===== src/rtl/psd_pkg.sv =====
`timescale 1ns / 1ps
// psd_pkg: widths, constants, payload structs and controller/datapath command types
// for the population standard deviation block. No dependencies.
package psd_pkg;

  localparam int unsigned SAMPLE_W  = 16;
  localparam int unsigned COUNT_W   = 17;
  localparam int unsigned SUM_W     = 33;
  localparam int unsigned SQ_W      = 31;
  localparam int unsigned SQSUM_W   = 47;
  localparam int unsigned MAG_W     = 32;
  localparam int unsigned PROD_W    = 2 * MAG_W;
  localparam int unsigned SPLIT     = 24;
  localparam int unsigned STD_W     = 31;

  localparam logic [COUNT_W-1:0] MAX_COUNT = COUNT_W'(65536);
  localparam int unsigned FRAC_BITS = 16;

  // n*S2 - S1^2 stays below 2^62
  localparam int unsigned D_W       = 63;
  localparam int unsigned ROOT_W    = (D_W + 2 * FRAC_BITS + 1) / 2;
  localparam int unsigned X_W       = 2 * ROOT_W;
  localparam int unsigned SREM_W    = ROOT_W + 2;
  localparam int unsigned STEP_W    = $clog2(ROOT_W);

  localparam logic [STD_W-1:0] STD_MAX = '1;

  typedef struct packed {
    logic signed [SAMPLE_W-1:0] sample;
    logic                       last;
  } psd_in_t;

  typedef struct packed {
    logic [STD_W-1:0]   std_dev;
    logic [COUNT_W-1:0] sample_count;
    logic               overflowed;
  } psd_out_t;

  typedef enum logic [3:0] {
    OP_NONE,
    OP_MSQ,
    OP_MLO,
    OP_MHI,
    OP_MADD,
    OP_DIFF,
    OP_SQRT,
    OP_DIV,
    OP_LOAD
  } psd_op_e;

  typedef struct packed {
    logic    take;
    psd_op_e op;
  } psd_cmd_t;

  typedef struct packed {
    logic step_done;
    logic out_free;
  } psd_sts_t;

endpackage


===== src/rtl/psd_ctrl.sv =====
`timescale 1ns / 1ps
// psd_ctrl: sequencer for accumulation, final multiply phases, root and divide.
// Depends on psd_pkg.
module psd_ctrl
  import psd_pkg::*;
(
  input  logic     clk_i,
  input  logic     rst_ni,
  input  logic     in_valid_i,
  input  logic     in_last_i,
  output logic     in_stall_o,
  output psd_cmd_t cmd_o,
  input  psd_sts_t sts_i
);

  localparam logic [3:0] ST_ACC   = 4'd0;
  localparam logic [3:0] ST_DRAIN = 4'd1;
  localparam logic [3:0] ST_MSQ   = 4'd2;
  localparam logic [3:0] ST_MLO   = 4'd3;
  localparam logic [3:0] ST_MHI   = 4'd4;
  localparam logic [3:0] ST_MADD  = 4'd5;
  localparam logic [3:0] ST_DIFF  = 4'd6;
  localparam logic [3:0] ST_SQRT  = 4'd7;
  localparam logic [3:0] ST_DIV   = 4'd8;
  localparam logic [3:0] ST_DONE  = 4'd9;

  logic [3:0] state_q, state_d;

  assign in_stall_o = (state_q != ST_ACC);

  always_comb begin
    state_d     = state_q;
    cmd_o.take  = 1'b0;
    cmd_o.op    = OP_NONE;
    unique case (state_q)
      ST_ACC: begin
        cmd_o.take = in_valid_i;
        if (in_valid_i && in_last_i) begin
          state_d = ST_DRAIN;
        end
      end
      ST_DRAIN: state_d = ST_MSQ;
      ST_MSQ: begin
        cmd_o.op = OP_MSQ;
        state_d  = ST_MLO;
      end
      ST_MLO: begin
        cmd_o.op = OP_MLO;
        state_d  = ST_MHI;
      end
      ST_MHI: begin
        cmd_o.op = OP_MHI;
        state_d  = ST_MADD;
      end
      ST_MADD: begin
        cmd_o.op = OP_MADD;
        state_d  = ST_DIFF;
      end
      ST_DIFF: begin
        cmd_o.op = OP_DIFF;
        state_d  = ST_SQRT;
      end
      ST_SQRT: begin
        cmd_o.op = OP_SQRT;
        if (sts_i.step_done) begin
          state_d = ST_DIV;
        end
      end
      ST_DIV: begin
        cmd_o.op = OP_DIV;
        if (sts_i.step_done) begin
          state_d = ST_DONE;
        end
      end
      ST_DONE: begin
        if (sts_i.out_free) begin
          cmd_o.op = OP_LOAD;
          state_d  = ST_ACC;
        end
      end
      default: state_d = ST_ACC;
    endcase
  end

  always_ff @(posedge clk_i or negedge rst_ni) begin
    if (!rst_ni) begin
      state_q <= ST_ACC;
    end else begin
      state_q <= state_d;
    end
  end

endmodule


===== src/rtl/psd_dp.sv =====
`timescale 1ns / 1ps
// psd_dp: input stage, accumulators, shared 32x32 multiplier, bit-serial root and
// divider, output register. Depends on psd_pkg.
module psd_dp
  import psd_pkg::*;
(
  input  logic     clk_i,
  input  logic     rst_ni,
  input  psd_in_t  in_data_i,
  input  psd_cmd_t cmd_i,
  output psd_sts_t sts_o,
  output logic     out_valid_o,
  input  logic     out_stall_i,
  output psd_out_t out_data_o
);

  // input stage: sample and its square
  logic signed [SAMPLE_W-1:0] smp;
  logic signed [2*SAMPLE_W-1:0] sq_full;
  logic                       p_valid_q;
  logic signed [SAMPLE_W-1:0] p_samp_q;
  logic [SQ_W-1:0]            p_sq_q;

  assign smp     = in_data_i.sample;
  assign sq_full = smp * smp;

  always_ff @(posedge clk_i or negedge rst_ni) begin
    if (!rst_ni) begin
      p_valid_q <= 1'b0;
    end else begin
      p_valid_q <= cmd_i.take;
    end
  end

  always_ff @(posedge clk_i) begin
    if (cmd_i.take) begin
      p_samp_q <= smp;
      p_sq_q   <= sq_full[SQ_W-1:0];
    end
  end

  // accumulators
  logic [COUNT_W-1:0]      total_q;
  logic signed [SUM_W-1:0] sum_q;
  logic [SQSUM_W-1:0]      sqsum_q;
  logic                    ovf_q;

  always_ff @(posedge clk_i or negedge rst_ni) begin
    if (!rst_ni) begin
      total_q <= '0;
      sum_q   <= '0;
      sqsum_q <= '0;
      ovf_q   <= 1'b0;
    end else begin
      priority if (cmd_i.op == OP_LOAD) begin
        total_q <= '0;
        sum_q   <= '0;
        sqsum_q <= '0;
        ovf_q   <= 1'b0;
      end else if (p_valid_q) begin
        if (total_q < MAX_COUNT) begin
          total_q <= total_q + COUNT_W'(1);
          sum_q   <= sum_q + SUM_W'(p_samp_q);
          sqsum_q <= sqsum_q + SQSUM_W'(p_sq_q);
        end else begin
          ovf_q <= 1'b1;
        end
      end
    end
  end

  // shared multiplier, |S1|^2 then n*S2 in two halves
  logic [SUM_W-1:0]  sum_neg;
  logic [MAG_W-1:0]  mag;
  logic [MAG_W-1:0]  mul_a, mul_b;
  logic [PROD_W-1:0] prod_q, sqs_q, nsq_q, diff;
  logic [D_W-1:0]    dval;

  assign sum_neg = SUM_W'(-sum_q);
  assign mag     = sum_q[SUM_W-1] ? sum_neg[MAG_W-1:0] : sum_q[MAG_W-1:0];

  always_comb begin
    unique case (cmd_i.op)
      OP_MSQ: begin
        mul_a = mag;
        mul_b = mag;
      end
      OP_MLO: begin
        mul_a = MAG_W'(total_q);
        mul_b = MAG_W'(sqsum_q[SPLIT-1:0]);
      end
      OP_MHI: begin
        mul_a = MAG_W'(total_q);
        mul_b = MAG_W'(sqsum_q[SQSUM_W-1:SPLIT]);
      end
      default: begin
        mul_a = '0;
        mul_b = '0;
      end
    endcase
  end

  assign diff = nsq_q - sqs_q;
  assign dval = (nsq_q >= sqs_q) ? diff[D_W-1:0] : '0;

  // root: two radicand bits per step; divide: one quotient bit per step,
  // quotient shifts into the root register
  logic [X_W-1:0]      x_q;
  logic [ROOT_W-1:0]   root_q;
  logic [SREM_W-1:0]   srem_q;
  logic [COUNT_W-1:0]  drem_q;
  logic [STEP_W-1:0]   step_q;
  logic [SREM_W+1:0]   srem_sh, trial, srem_sub;
  logic                s_ge;
  logic [COUNT_W:0]    drem_sh, drem_sub;
  logic                d_ge;
  logic                step_done;

  assign srem_sh  = {srem_q, x_q[X_W-1 -: 2]};
  assign trial    = (SREM_W + 2)'({root_q, 2'b01});
  assign s_ge     = (srem_sh >= trial);
  assign srem_sub = srem_sh - trial;

  assign drem_sh  = {drem_q, root_q[ROOT_W-1]};
  assign d_ge     = (drem_sh >= {1'b0, total_q});
  assign drem_sub = drem_sh - {1'b0, total_q};

  assign step_done = (step_q == STEP_W'(ROOT_W - 1));

  always_ff @(posedge clk_i) begin
    unique case (cmd_i.op)
      OP_MSQ: prod_q <= PROD_W'(mul_a) * PROD_W'(mul_b);
      OP_MLO: begin
        sqs_q  <= prod_q;
        prod_q <= PROD_W'(mul_a) * PROD_W'(mul_b);
      end
      OP_MHI: begin
        nsq_q  <= prod_q;
        prod_q <= PROD_W'(mul_a) * PROD_W'(mul_b);
      end
      OP_MADD: nsq_q <= nsq_q + (prod_q << SPLIT);
      OP_DIFF: begin
        x_q    <= X_W'(dval) << (2 * FRAC_BITS);
        root_q <= '0;
        srem_q <= '0;
        drem_q <= '0;
      end
      OP_SQRT: begin
        x_q    <= x_q << 2;
        srem_q <= s_ge ? srem_sub[SREM_W-1:0] : srem_sh[SREM_W-1:0];
        root_q <= {root_q[ROOT_W-2:0], s_ge};
      end
      OP_DIV: begin
        drem_q <= d_ge ? drem_sub[COUNT_W-1:0] : drem_sh[COUNT_W-1:0];
        root_q <= {root_q[ROOT_W-2:0], d_ge};
      end
      OP_NONE, OP_LOAD: ;
      default: ;
    endcase
  end

  always_ff @(posedge clk_i or negedge rst_ni) begin
    if (!rst_ni) begin
      step_q <= '0;
    end else if (cmd_i.op == OP_DIFF) begin
      step_q <= '0;
    end else if (cmd_i.op == OP_SQRT || cmd_i.op == OP_DIV) begin
      step_q <= step_done ? '0 : step_q + STEP_W'(1);
    end
  end

  // output register
  logic             out_valid_q;
  psd_out_t         out_q;
  logic [STD_W-1:0] sd_sat;

  assign sd_sat = (|root_q[ROOT_W-1:STD_W]) ? STD_MAX : root_q[STD_W-1:0];

  always_ff @(posedge clk_i or negedge rst_ni) begin
    if (!rst_ni) begin
      out_valid_q <= 1'b0;
    end else if (cmd_i.op == OP_LOAD) begin
      out_valid_q <= 1'b1;
    end else if (!out_stall_i) begin
      out_valid_q <= 1'b0;
    end
  end

  always_ff @(posedge clk_i) begin
    if (cmd_i.op == OP_LOAD) begin
      out_q.std_dev      <= sd_sat;
      out_q.sample_count <= total_q;
      out_q.overflowed   <= ovf_q;
    end
  end

  assign out_valid_o     = out_valid_q;
  assign out_data_o      = out_q;
  assign sts_o.step_done = step_done;
  assign sts_o.out_free  = !out_valid_q || !out_stall_i;

  // checks
  a_count_bound: assert property (@(posedge clk_i) disable iff (!rst_ni)
    total_q <= MAX_COUNT)
    else $error("sample count above limit");

  a_ovf_at_limit: assert property (@(posedge clk_i) disable iff (!rst_ni)
    ovf_q |-> (total_q == MAX_COUNT))
    else $error("overflow flagged below the count limit");

  a_sqrt_rem: assert property (@(posedge clk_i) disable iff (!rst_ni)
    (cmd_i.op == OP_SQRT) |-> (srem_q <= SREM_W'({root_q, 1'b0})))
    else $error("root remainder out of range");

  a_div_rem: assert property (@(posedge clk_i) disable iff (!rst_ni)
    (cmd_i.op == OP_DIV) |-> (drem_q < total_q))
    else $error("divider remainder not below divisor");

endmodule


===== src/rtl/population_std_dev.sv =====
`timescale 1ns / 1ps
// population_std_dev: top level, population standard deviation of a sample run.
// Depends on psd_pkg, psd_ctrl, psd_dp.
//
//   channel | signals                          | carries
//   --------+----------------------------------+-------------------------------
//   in      | in_valid_i, in_stall_o, in_data_i  | one sample, last marks run end
//   out     | out_valid_o, out_stall_i, out_data_o | std_dev, sample_count, overflow
//
// Cycles: samples transfer one per cycle while a run is open. The sample
// marked last raises in_stall_o, which stays high while the sequencer folds
// that sample in, runs the shared 32x32 multiplier and the subtract, the
// two-bits-per-step square root and the one-bit-per-step divide by n,
// then loads the output register once that register is free.
// Reset: asynchronous, active low; clears the count, sums, overflow flag,
// sequencer and output valid.
// Stalls: a result waiting in the output register does not hold up the next
// run; only a second result finding that register still full waits for it.
module population_std_dev
  import psd_pkg::*;
(
  input  logic     clk_i,
  input  logic     rst_ni,
  input  logic     in_valid_i,
  output logic     in_stall_o,
  input  psd_in_t  in_data_i,
  output logic     out_valid_o,
  input  logic     out_stall_i,
  output psd_out_t out_data_o
);

  psd_cmd_t cmd;
  psd_sts_t sts;

  // sequencer: opens/closes runs, steps the final arithmetic
  psd_ctrl u_ctrl (
    .clk_i      (clk_i),
    .rst_ni     (rst_ni),
    .in_valid_i (in_valid_i),
    .in_last_i  (in_data_i.last),
    .in_stall_o (in_stall_o),
    .cmd_o      (cmd),
    .sts_i      (sts)
  );

  // accumulators, multiplier, root, divider and output register
  psd_dp u_dp (
    .clk_i       (clk_i),
    .rst_ni      (rst_ni),
    .in_data_i   (in_data_i),
    .cmd_i       (cmd),
    .sts_o       (sts),
    .out_valid_o (out_valid_o),
    .out_stall_i (out_stall_i),
    .out_data_o  (out_data_o)
  );

endmodule


===== config.mk =====
export PLATFORM = sky130hd
export DESIGN_NAME = population_std_dev
export DESIGN_NICKNAME = d
export VERILOG_FILES = /design/src/rtl/psd_pkg.sv /design/src/rtl/psd_ctrl.sv /design/src/rtl/psd_dp.sv /design/src/rtl/population_std_dev.sv
export SDC_FILE = /design/constraint.sdc
export NUM_CORES = 2
export LEC_CHECK = 0
export ABC_AREA = 1
export BUFFER_PORTS_ARGS = -buffer_cell sky130_fd_sc_hd__buf_2
export CAP_MARGIN = 30
export CORE_MARGIN = 2
export CORE_UTILIZATION = 55
export CTS_BUF_LIST = sky130_fd_sc_hd__clkbuf_8 sky130_fd_sc_hd__clkbuf_16
export CTS_CLUSTER_DIAMETER = 120
export DETAILED_ROUTE_END_ITERATION = 8
export GPL_TIMING_DRIVEN = 0
export PLACE_DENSITY = 0.76
export SLEW_MARGIN = 20
export SYNTH_ARGS = -nofsm -noshare
export SYNTH_HDL_FRONTEND = slang
export SYNTH_SLANG_ARGS = --single-unit
export TNS_END_PERCENT = 20

===== constraint.sdc =====
create_clock -name clk_i -period 7.5 [get_ports clk_i]
set_input_delay 0 -clock clk_i [delete_from_list [all_inputs] [get_ports clk_i]]
set_output_delay 0 -clock clk_i [all_outputs]
set_load 0.02 [all_outputs]

==> results.py <==
metrics = {
    "yosys": {
        "synthesis.nets": 12600,
        "synth.most_common_cell": "inv_1",
        "synth_top_area_cell": "fa_1",
        "synthCells": 10900,
        "synth_area_um2": 83300,
        "synth_edf_count": 465,
        "synth_top_area_share": 0.270,
        "yosys-top-cells-count": "inv_1, nand2_1, nor2_1",
        "async_flop_share": 0.191,
        "synth_ff_type": "edfxtp_1",
        "synth_seq_cells": 575,
        "ys_warn_count": 0,
        "synthTopCellsByArea": "fa_1, edfxtp_1, inv_1",
        "avgSynthCellArea_um2": 7.63,
        "yosysUniqueCellTypes": 61,
        "ys_seq_area_frac": 0.201,
    },
    "power": {
        "sw_frac_of_total": 0.565,
        "p_int_uw": 19600,
        "p_per_area_nw_per_um2": 475,
        "clockPowerShare": 0.080,
        "ir_drop_mv": 0.527,
        "seqPwrFrac": 0.151,
        "power.share.combinational": 0.769,
        "p_sw_uw": 25400,
        "power.static_leakage_uw": 0.0478,
    },
    "clock_network": {
        "clk_latency_ns": 0.70,
        "cts_tree": "done",
        "clk_pin_slew_ns": 0.06,
        "h-tree-depth": 3,
        "root_buffer": "clkbuf_16",
        "clock_sinks": 575,
        "cts_buffers": 70,
        "cts_max_path_buffers": 3,
    },
    "sta": {
        "worst_clock_skew_ns": 0.0642,
        "finalSetupViolCount": 52,
        "layout_min_cycle_time_ns": 8.69,
        "rsz0062_at_grt": "yes",
        "hold_violations": 0,
        "final_max_slew_viol_count": 0,
        "fin_ws_ns": -1.19,
        "relSlewSlack": 0.288,
        "finalHoldWorstSlack_ns": 0.0385,
        "fmax_mhz": 115,
        "timing.final.crit_share": 1.16,
        "worst_slew_pin_slew_ns": 1.07,
    },
    "drt": {
        "dr.pass1.iters": 6,
        "viasPerCell": 5.61,
        "drt_wl_total_um": 314000,
        "ant_nets": 0,
        "drt-initial-drc-count": 7601,
        "drcViolationCount": 0,
        "wl_per_cell_um": 23.4,
        "vias": 75100,
    },
    "floorplanning": {
        "die_w_um": 393,
        "start_util": 0.555,
        "rows": 142,
        "io_pins": 72,
        "core_um2": 150000,
        "fp.dieH_um": 393,
        "die_area_um2": 155000,
    },
    "placed_design": {
        "place_hpwl_um": 255000,
        "port_buffers": 71,
        "place_congestion": 1.05,
        "place_area_um2": 87600,
        "dpl_worst_slack_ns": -2.47,
    },
    "cells_and_area": {
        "final_area_um2": 94700,
        "area_growth_pct": 13.7,
        "nets": 13100,
        "drive_gt1_frac": 0.108,
    },
    "global_routing": {
        "grt.total_usage": 0.410,
        "overflow": 0,
        "grt_max_degree": 72,
        "antenna_found_initial": 6,
        "grt_pass1_wl_um": 465000,
        "grt_pass1_vias": 75600,
    },
    "worst_setup_path": {
        "start_kind": "flop",
        "cp.required_ns": 7.91,
        "worstPathMaxFanout": 6,
        "slowest_stage": "fa_2",
        "max_stage_delay_ns": 0.77,
        "arrival_ns": 9.10,
        "crit_path_end_kind": "flop",
        "cp_common_cell": "fa_1",
        "path_class": "reg -> reg",
    },
    "run": {
        "maxCapViolCount": 0,
    },
    "status": {
        "status": "complete, but fails checks",
        "violations": "negative setup slack",
    },
    "min_path": {
        "hold_path_class": "in -> reg",
    },
}
per-stage QoR:
step	util	cells	setup TNS, ns	total power [µW]
6_report	0.631	13400	-45.45	45000
3_3_place_gp	0.581	13000	-126.66	37200
5_1_grt	0.631	13400	-57.43	48100
3_5_place_dp	0.583	13000	-102.67	37600
2_1_floorplan	-	10900	-1.98	27000
4_1_cts	0.624	13400	-34.92	43400
timing repair:
item | CTS | global route
hold buffers | 22 | 0
setup buffers | 177 | 45
endpoints found under the hold margin | 148 | 0
pin swaps | 153 | 106
gates cloned | 4 | 1
gates resized for setup | 548 | 159
endpoints found under the setup margin | 55 | 54
critical path: cells and delay by family, from the launching register on:
kind,cells,cell delay (ns)
xor gates and xnor gates,1,0.29
DFF,1,0.40
buffers and inverters,8,0.93
adders and majority gates,10,4.86
AOI/OAI and AO/OA,2,0.35
and+or+nand+nor,15,1.60
sequential cells by signal, summed over array words and instances (netlist names):
name	cells
u_dp.srem_q	50
u_dp.sqs_q	64
u_dp.sum_q	33
u_dp.p_samp_q	15
u_dp.drem_q	17
u_dp.out_valid_o	1
u_ctrl.state_q	4
u_dp.step_q	6
u_dp.prod_q	64
u_dp.p_valid_q	1
u_dp.ovf_q	1
u_dp.sqsum_q	47
u_dp.total_q	17
u_dp.nsq_q	64
u_dp.root_q	48
u_dp.p_sq_q	30
u_dp.x_q	64
u_dp.out_data_o	49
kinds of logic after synthesis:
family | synth area share
and+or+nand+nor | 0.222
buffers and inverters | 0.135
adders and majority gates | 0.357
AOI/OAI and AO/OA | 0.0651
DFF | 0.201
xor gates and xnor gates | 0.0206
metal layers:
layer  GRT usage  share of wire  vias to the layer above
met3       0.107           0.11                      976
met5           0        0.00038                        -
met2       0.624           0.43                     3934
met1       0.526           0.38                    36400
met4       0.248          0.076                        6
li1            -              -                    33900
area by class of cell:
cell class	instances	area, µm²
clock buffers	73	1790
plain buffers	230	1850
inverters	2691	10200
repair inverters	1	6.26
flip-flops and latches	575	16700
diodes	2	5.00
repair buffers	337	2980
multi-input cells	7422	57900
well taps	2016	2520
clock inverters	56	636
fillers	13500	55500
power by group through the flow:
stage	Sequential, µW	Clock, µW	Combinational [µW]
6_report	6810	3600	34600
4_1_cts	6760	3630	33000
3_3_place_gp	6890	0	30300
2_1_floorplan	6340	0	20700
3_5_place_dp	6810	0	30800
5_1_grt	6880	3740	37500
layout by cell type, fill, tap and decap left out, types with 67 or more instances in the layout:
cell / n
nor2_1: 1081
xor2_1: 83
nor2_4: 89
buf_4: 237
nand4_1: 112
nand2_1: 2522
nor2_2: 124
fa_1: 1083
nand3_1: 314
inv_1: 2596
ha_1: 542
buf_2: 93
o21ai_0: 342
dfrtp_1: 98
inv_2: 67
xnor2_1: 99
a21oi_1: 394
clkbuf_1: 78
edfxtp_1: 465
nor3_1: 81
clkbuf_16: 72
path summary, 6_finish.rpt:
check / slack, ns / cells past startpoint / end / start
worst min-delay path: 0.04 / 2 / u_dp.p_samp_q[13] / in_data_i[14]
max in group asynchronous: 6.62 / 4 / u_ctrl.state_q[3] / rst_ni
worst max-delay path: -1.19 / 36 / u_dp.prod_q[57] / u_dp.sum_q[1]
worst min register to register: 0.44 / 0 / u_dp.sqs_q[53] / u_dp.prod_q[53]
min in group asynchronous: 0.45 / 4 / u_dp.sum_q[31] / rst_ni
worst max register to register: -1.19 / 36 / u_dp.prod_q[57] / u_dp.sum_q[1]
(Power assumes the default switching activity.)
